`src/rtl/stsu_pkg.sv`:
```
package stsu_pkg;

    localparam int SAMPLE_BITS = 16;
    localparam int HALF_SHIFT  = 29 - SAMPLE_BITS;

    localparam logic signed [31:0] K_ENV   = 32'sd107374182;
    localparam logic signed [31:0] K_173   = 32'sd1857573356;
    localparam logic signed [31:0] K_122   = 32'sd1309965025;
    localparam logic signed [31:0] K_REAR  = 32'sd730144440;
    localparam logic signed [31:0] K_CLAMP = 32'sd966367642;
    localparam logic signed [31:0] Q_ONE   = 32'sd1073741824;

    localparam logic [31:0] G_FRONT  = 32'd3435973837;
    localparam logic [31:0] G_CENTER = 32'd3221225472;
    localparam logic [31:0] G_SIDE   = 32'd3865470566;
    localparam logic [31:0] G_ADD    = 32'd858993459;

    typedef struct packed {
        logic signed [SAMPLE_BITS-1:0] left_sample;
        logic signed [SAMPLE_BITS-1:0] right_sample;
    } stsu_in_t;

    typedef struct packed {
        logic signed [31:0] front_left;
        logic signed [31:0] front_right;
        logic signed [31:0] center_out;
        logic signed [31:0] lfe_out;
        logic signed [31:0] rear_left;
        logic signed [31:0] rear_right;
    } stsu_out_t;

    function automatic logic signed [31:0] sat32(input logic signed [65:0] x);
        if (x > 66'sd2147483647) return 32'sh7fffffff;
        if (x < -66'sd2147483648) return 32'sh80000000;
        return x[31:0];
    endfunction

endpackage

```
`src/rtl/stsu_div.sv`:
```
// Restoring divider, one quotient bit per cycle.
// Computes trunc(num * 2^30 / den) saturated to 32 bits, den > 0.
module stsu_div (
    input  logic               aclk,
    input  logic               aresetn,
    input  logic               start,
    input  logic signed [31:0] num,
    input  logic signed [31:0] den,
    output logic               done,
    output logic signed [31:0] quo
);
    import stsu_pkg::*;

    logic [61:0] dvd_reg, dvd_next;
    logic [61:0] q_reg, q_next;
    logic [31:0] den_reg, den_next;
    logic [31:0] rem_reg, rem_next;
    logic [5:0]  cnt_reg, cnt_next;
    logic        neg_reg, neg_next;
    logic        busy_reg, busy_next;
    logic        done_reg, done_next;
    logic [32:0] trial;
    logic [32:0] diff;
    logic [31:0] mag;
    logic signed [65:0] sq;

    assign trial = {rem_reg, dvd_reg[61]};
    assign diff  = trial - {1'b0, den_reg};
    assign mag   = num[31] ? 32'(-num) : num;

    always_comb begin
        dvd_next  = dvd_reg;
        q_next    = q_reg;
        den_next  = den_reg;
        rem_next  = rem_reg;
        cnt_next  = cnt_reg;
        neg_next  = neg_reg;
        busy_next = busy_reg;
        done_next = 1'b0;
        if (start) begin
            dvd_next  = {mag, 30'd0};
            den_next  = den;
            rem_next  = '0;
            q_next    = '0;
            cnt_next  = 6'd0;
            neg_next  = num[31];
            busy_next = 1'b1;
        end else if (busy_reg) begin
            dvd_next = {dvd_reg[60:0], 1'b0};
            if (!diff[32]) begin
                rem_next = diff[31:0];
                q_next   = {q_reg[60:0], 1'b1};
            end else begin
                rem_next = trial[31:0];
                q_next   = {q_reg[60:0], 1'b0};
            end
            cnt_next = cnt_reg + 6'd1;
            if (cnt_reg == 6'd61) begin
                busy_next = 1'b0;
                done_next = 1'b1;
            end
        end
    end

    always_ff @(posedge aclk) begin
        if (!aresetn) begin
            busy_reg <= 1'b0;
            done_reg <= 1'b0;
        end else begin
            busy_reg <= busy_next;
            done_reg <= done_next;
        end
        dvd_reg <= dvd_next;
        q_reg   <= q_next;
        den_reg <= den_next;
        rem_reg <= rem_next;
        cnt_reg <= cnt_next;
        neg_reg <= neg_next;
    end

    assign sq   = neg_reg ? -$signed({4'd0, q_reg}) : $signed({4'd0, q_reg});
    assign quo  = sat32(sq);
    assign done = done_reg;

endmodule

```
`config.mk`:
```
export PLATFORM = sky130hd
export DESIGN_NAME = stsu_div
export DESIGN_NICKNAME = d
export VERILOG_FILES = /design/src/rtl/stsu_pkg.sv /design/src/rtl/stsu_div.sv
export SDC_FILE = /design/constraint.sdc
export NUM_CORES = 1
export LEC_CHECK = 0
export ABC_AREA = 1
export BUFFER_PORTS_ARGS = -buffer_cell sky130_fd_sc_hd__buf_2
export CAP_MARGIN = 20
export CORE_MARGIN = 8
export CORE_UTILIZATION = 30
export CTS_CLUSTER_SIZE = 25
export DETAILED_ROUTE_END_ITERATION = 10
export PLACE_DENSITY = 0.45
export SYNTH_ARGS = -nofsm -noshare
export SYNTH_HDL_FRONTEND = slang
export SYNTH_SLANG_ARGS = --single-unit
```
`constraint.sdc`:
```
create_clock -name aclk -period 4.67 [get_ports aclk]
set_input_delay 0.934 -clock aclk [delete_from_list [all_inputs] [get_ports aclk]]
set_output_delay 0.934 -clock aclk [all_outputs]
set_load 0.02 [all_outputs]
```
After elaboration in Yosys (flattened, before gate mapping) --
Index checks and enable logic that the tools add are counted.
Storage, ports and cells: register bits 167, latch bits 0, bits in writable memories 0, bits in read-only memories 0, bits of input ports 67, output and inout bits 33, logic and storage cells 36, memories kept 0
Operators by class: add/subtract/negate cells 4, multiply operators 0, divide/modulo/power cells 0, order comparisons 2, equality and inequality tests 1, shift-type cells 0, multiplexer cells 17, bitwise gates (word level) 2, reductions and logical operators 2
Operators by type and width (count):
- $mux 32 | 6
- $mux 62 | 2
- $gt 66x32->1 const B | 1
- $lt 66x32->1 const B | 1
- $mux 66 | 1
- $neg 62->66 | 1
- $sub 33x32->33 | 1
- $neg 32->32 | 1
- $mux 1 | 8
- $add 6x1->6 const B | 1
- $eq 6x6->1 const B | 1
- $reduce_or 3->1 | 1
- $not 1->1 | 2
- $reduce_bool 2->1 | 1

Longest topological paths before layout --
depth after elaboration 7, gate-level depth with buffers 20, depth with buffers taken out 19

Worst setup path after synthesis --
No wires, ideal clock.
kind register to output, start reg q_reg[1], end out quo[1], arrival 2.144 ns, data required time 3.736 ns, slack 1.592 ns, stages on the path, launching flop included 20, buffers on the path 1, cell sequence dfxtp_1 inv_1 ha_1 nand3_1 nor2_1 nand3_2 nand2_1 nand3_1 nor2_1 nand2_1 nand2_1 nand2_1 nor2_1 nand2_1 nor2_1 nand3_1 nand2_2 buf_6 nand2_1 nand2_1
Between the ends: cells in the longest elaborated chain, start to end 7, elaborated cells between the ends (all ways) 10
RTL lines:
- start, declared | line stsu_div.sv:15 | logic [61:0] q_reg, q_next;
- start signal, assigned | line stsu_div.sv:74 | q_reg <= q_next;
- $neg 62->66 | line stsu_div.sv:81 | assign sq = neg_reg ? -$signed({4'd0, q_reg}) : $signed({4'd0, q_reg});
- $mux 66 * | line stsu_div.sv:81
- $lt 66x32->1 | line stsu_pkg.sv:34 | if (x < -66'sd2147483648) return 32'sh80000000;
- $mux 1 (2 in a row) | line stsu_pkg.sv:34
- $mux 32 | line stsu_pkg.sv:35 | return x[31:0];
- $mux 32 * | line stsu_pkg.sv:34
- end, declared | line stsu_div.sv:10 | output logic signed [31:0] quo
Mark *: on every way between the ends. The rest lies on a longest branch, timed or not. The select of a mux whose other input is x is not followed.

Worst setup path in the final report --
start reg q_reg[28], end out quo[4]
The elaborated chain is that of the path after synthesis.

==> reports/results.env <==
OUTCOME='complete, no violations'
ROUTABILITYCONGESTION=0.9304
TOTAL_LEAKAGE_POWER_nW=6.590
PERIOD_NEEDED_PS=4366
USE_MET1_PCT=23.72
CRITICAL_PATH.REG2REG.ENDPOINT='rem_reg[15]'
LAYOUT_COMMONEST_CELL='sky130_fd_sc_hd__nand2_1'
CPMAXSTAGEDELAYCELL='sky130_fd_sc_hd__o21ai_0'
DP.FINAL_HPWL_MM=29.53
SEQ_AREA_FRAC_SYNTH_PCT=34.37
CRITPATHREQUIREDTIME_PS=3740
DRV_SLEW=0
GR-MAX-USAGE-LAYER='met2'
PATH_DELAY_FAMILY='simple AND/OR/NAND/NOR gates'
DRT_PASS1_ITERATIONS=5
AREA_DELTA_SYNTH_FINAL_PCT=14.81
DETAIL-ROUTE-ANTENNA-NETS=0
ANTENNA_FOUND_INITIAL=0
CRITPATHCAPTURETYPE='output port'
WIRE_LENGTH_PER_CELL_AFTER_DETAILED_ROUTING_UM=15.94
DIE-WIDTH_UM=212.8
CLOCK.FMAX_GHz=0.2290
FP.COREAREA_UM2=38470
SYNTH-WARNING-COUNT=0
DIE_AREA_UM2=45290
YS_FF_LATCH=167
WIRELENGTH_MM=38.20
VIA_COUNT_OF_THE_FIRST_GLOBAL_ROUTING_PASS=11020
REG2REGPATHDEPTH=17
DRTITER0DRC=887
MOST-COMMON-LAYOUT-CELLS='599 x sky130_fd_sc_hd__nand2_1, 210 x sky130_fd_sc_hd__nor2_1, 187 x sky130_fd_sc_hd__inv_1'
POWER.IR.VDD_WORST_mV=0.2340
STANDARD_CELL_ROW_COUNT=72
PLACED_CELLS_INCL_TAPS=2357
TIMING.HOLD.WORST.CLASS='reg2reg'
PATH_CLK_SLEW_PS=70
N_ANTENNA_CELL=0
GROUTE.LAYER.MET2.USAGE_PCT=26.11
SYN_AREA_PER_CELL_UM2=6.536
CRIT-REG2REG-LAUNCH='dvd_reg[61]'
TIMING.FINAL.CRIT_SHARE_PCT=93.50
CRITICAL-PATH-TOP-CELL-BY-COUNT='sky130_fd_sc_hd__nand2_1'
CTS_TREE='done'
SLOWEST_DELAY_PS=590
NUMPORTBUFFERS=99
SYN-INSTANCE-COUNT=1778
POWER_DENSITY_nW_PER_UM2=264.2
CRITICAL_PATH.CELL_CHAIN='nor2_1 > nand2_1 > o21ai_0 > nand3_2 > inv_2 > nand3_1 > nand2_1 > nand2_1 > nor2_1 > nand2_1 > nor2_1 > nand3_4 > nand2_8 > buf_4 > nand2_1 > nand2_1 > buf_2'
PATH_BUF_INV=3
TIMING.SLEW.HEADROOM_PCT=35.52
CLOCK_LATENCY_LATE_SINK_PS=460
CTS_MAX_PATH_BUFFERS=2
CTSHTREEMAXLEVEL=4
TOTAL_CTS_BUFFERS=17
GLOBALROUTETOTALUTIL_PCT=16.82
DRC=0
TIMING.MAX_CAP.VIOLATIONS=0
CRITPATHARRIVALTIME_PS=3430
NUM-NETS-FINAL=1969
FINCLKSKEW_PS=8.866
HOLD_DEPTH=2
ROOT_DRIVER='sky130_fd_sc_hd__clkbuf_16'
DIE-HEIGHT_UM=212.8
TNS_PS=0
GRT_MAX_DEGREE=63
WORST-SETUP-PATH-TYPE='reg2out'
FIN_CELLS=2396
WIRE_LENGTH_OF_THE_FIRST_GLOBAL_ROUTING_PASS_MM=60.07
HOLD_VIOL=0
CRITPATHMAXFANOUT=12
NUM_VIAS=11640
GLOBALROUTEMET3UTIL_PCT=2.892
NUMBER_OF_FLIP_FLOPS_IN_THE_LARGEST_REGISTER=62
POST_ROUTE_CELLS_DRIVE_ABOVE_1_SHARE_PCT=11.66
MIN-DELAY-START='rem_reg[31]'
FLOORPLAN.INITIALDENSITY_PCT=30.21
PIN_COUNT=100
WORST-R2R-SETUP-SLACK_PS=1200
CP-START-KIND='flop'
SYNTH_AREA_UM2=11620
TIMING.FINAL.SETUP_VIOLATIONS=0
SYNTH_CELL_TYPE_COUNT=45
TRITONCTS_NUM_SINKS=167
WORST_HOLD_PATH.ENDPOINT='rem_reg[31]'
GRT_SETUP_UNREPAIRED='no'
TOTAL_NETS_AFTER_SYNTHESIS=1882
GRT_OVERFLOW=0
ROUTE.DETAILED.VIAS_PER_INST=4.858
WORST-SLEW-PIN-TRANSITION_PS=966.1
FIN_UTIL_PCT=34.69
how the worst max path moves through the flow:
stage          slack (ps)  cells past startpoint      end       from
2_1_floorplan        1590                     19   quo[1]   q_reg[1]
3_3_place_gp          520                     15   quo[0]    neg_reg
3_5_place_dp          490                     15   quo[0]    neg_reg
4_1_cts                30                     17   quo[4]    neg_reg
5_1_grt                10                     18  quo[20]   q_reg[7]
6_report              300                     17   quo[4]  q_reg[28]
layout make-up:
type,count,area (um^2)
Clock buffer,19,454.2
Clock inverter,13,140.1
Fill cell,4245,25120
Inverter,197,744.5
Multi-Input combinational cell,1364,6686
Sequential cell,167,3994
Tap cell,518,648.1
Timing Repair Buffer,118,675.6
metal layers:
metal / vias up / routed length, um
met5: - / 0
met2: 257 / 16800
met4: 0 / 664
li1: 5960 / -
met1: 5385 / 18950
met3: 38 / 1785
per-stage QoR:
step           area [um^2]  hold WS, ps  setup slack (ps)  total power, W
6_report             13340        473.8             303.7        0.003526
5_1_grt              13340        493.0             10.29        0.003684
4_1_cts              13290        476.8             30.95        0.003572
3_5_place_dp         12650        464.0             488.8        0.002091
3_3_place_gp         12630        460.4             519.7        0.002087
2_1_floorplan        11620        443.5              1592        0.001930
synthesized netlist by cell type, drive strengths merged:
master | instances | area share [%]
a31oi | 6 | 0.32
o21bai | 3 | 0.19
xnor2 | 16 | 1.2
dfxtp | 102 | 18
nand3 | 109 | 4.9
o21a | 1 | 0.065
inv | 195 | 6.3
nor2 | 230 | 8.0
nor3 | 17 | 0.73
nand2 | 623 | 21
a21oi | 46 | 2.0
nor4 | 5 | 0.27
o21ai | 106 | 4.6
a21boi | 3 | 0.19
nand3b | 2 | 0.13
clkbuf | 31 | 1.0
nand4 | 23 | 1.2
o211ai | 11 | 0.71
buf | 20 | 1.2
o22ai | 62 | 3.3
a211oi | 1 | 0.065
xor2 | 40 | 3.0
or3 | 1 | 0.054
ha | 36 | 3.9
edfxtp | 65 | 17
or2 | 9 | 0.48
fa | 1 | 0.17
o31ai | 4 | 0.26
o211a | 1 | 0.086
and3 | 1 | 0.054
nor3b | 2 | 0.13
a221oi | 4 | 0.30
clkinv | 2 | 0.065
report_power, final:
part           total (W)  internal, W  switching, W
Combinational   0.000455     0.000152      0.000303
Clock            0.00147     0.000784      0.000683
Sequential       0.00160      0.00158     0.0000210
repair_timing:
action	in CTS	in global routing
hold buffers	0	0
gates resized for setup	1	8
gates cloned	0	1
buffers inserted	5	1
setup endpoints to repair	4	31
pin swaps	0	1
worst reg2reg max path, cell delays in order, from the launching register on:
cell                       delay (ps)
sky130_fd_sc_hd__edfxtp_1         340
sky130_fd_sc_hd__inv_1             50
sky130_fd_sc_hd__ha_1             210
sky130_fd_sc_hd__fa_1             420
sky130_fd_sc_hd__inv_1             70
sky130_fd_sc_hd__nand3_1           60
sky130_fd_sc_hd__nand2_1          150
sky130_fd_sc_hd__a21oi_1          140
sky130_fd_sc_hd__o21ai_1          340
sky130_fd_sc_hd__nand2_1           90
sky130_fd_sc_hd__nand2_1          170
sky130_fd_sc_hd__nand2_1          120
sky130_fd_sc_hd__nand3_1           80
sky130_fd_sc_hd__nand2_1           70
sky130_fd_sc_hd__inv_1            700
sky130_fd_sc_hd__o21ai_0          200
sky130_fd_sc_hd__nand2_1          100
sky130_fd_sc_hd__nand2_1           50
cell families after synthesis:
kind of cell / share of synthesized area (%)
and+or+nand+nor: 36.65
xor gates and xnor gates: 4.220
AOI/OAI and AO/OA: 12.14
DFF: 34.37
adders and majority gates: 4.048
buffers and inverters: 8.570
Power figures use the tool's default switching activity.
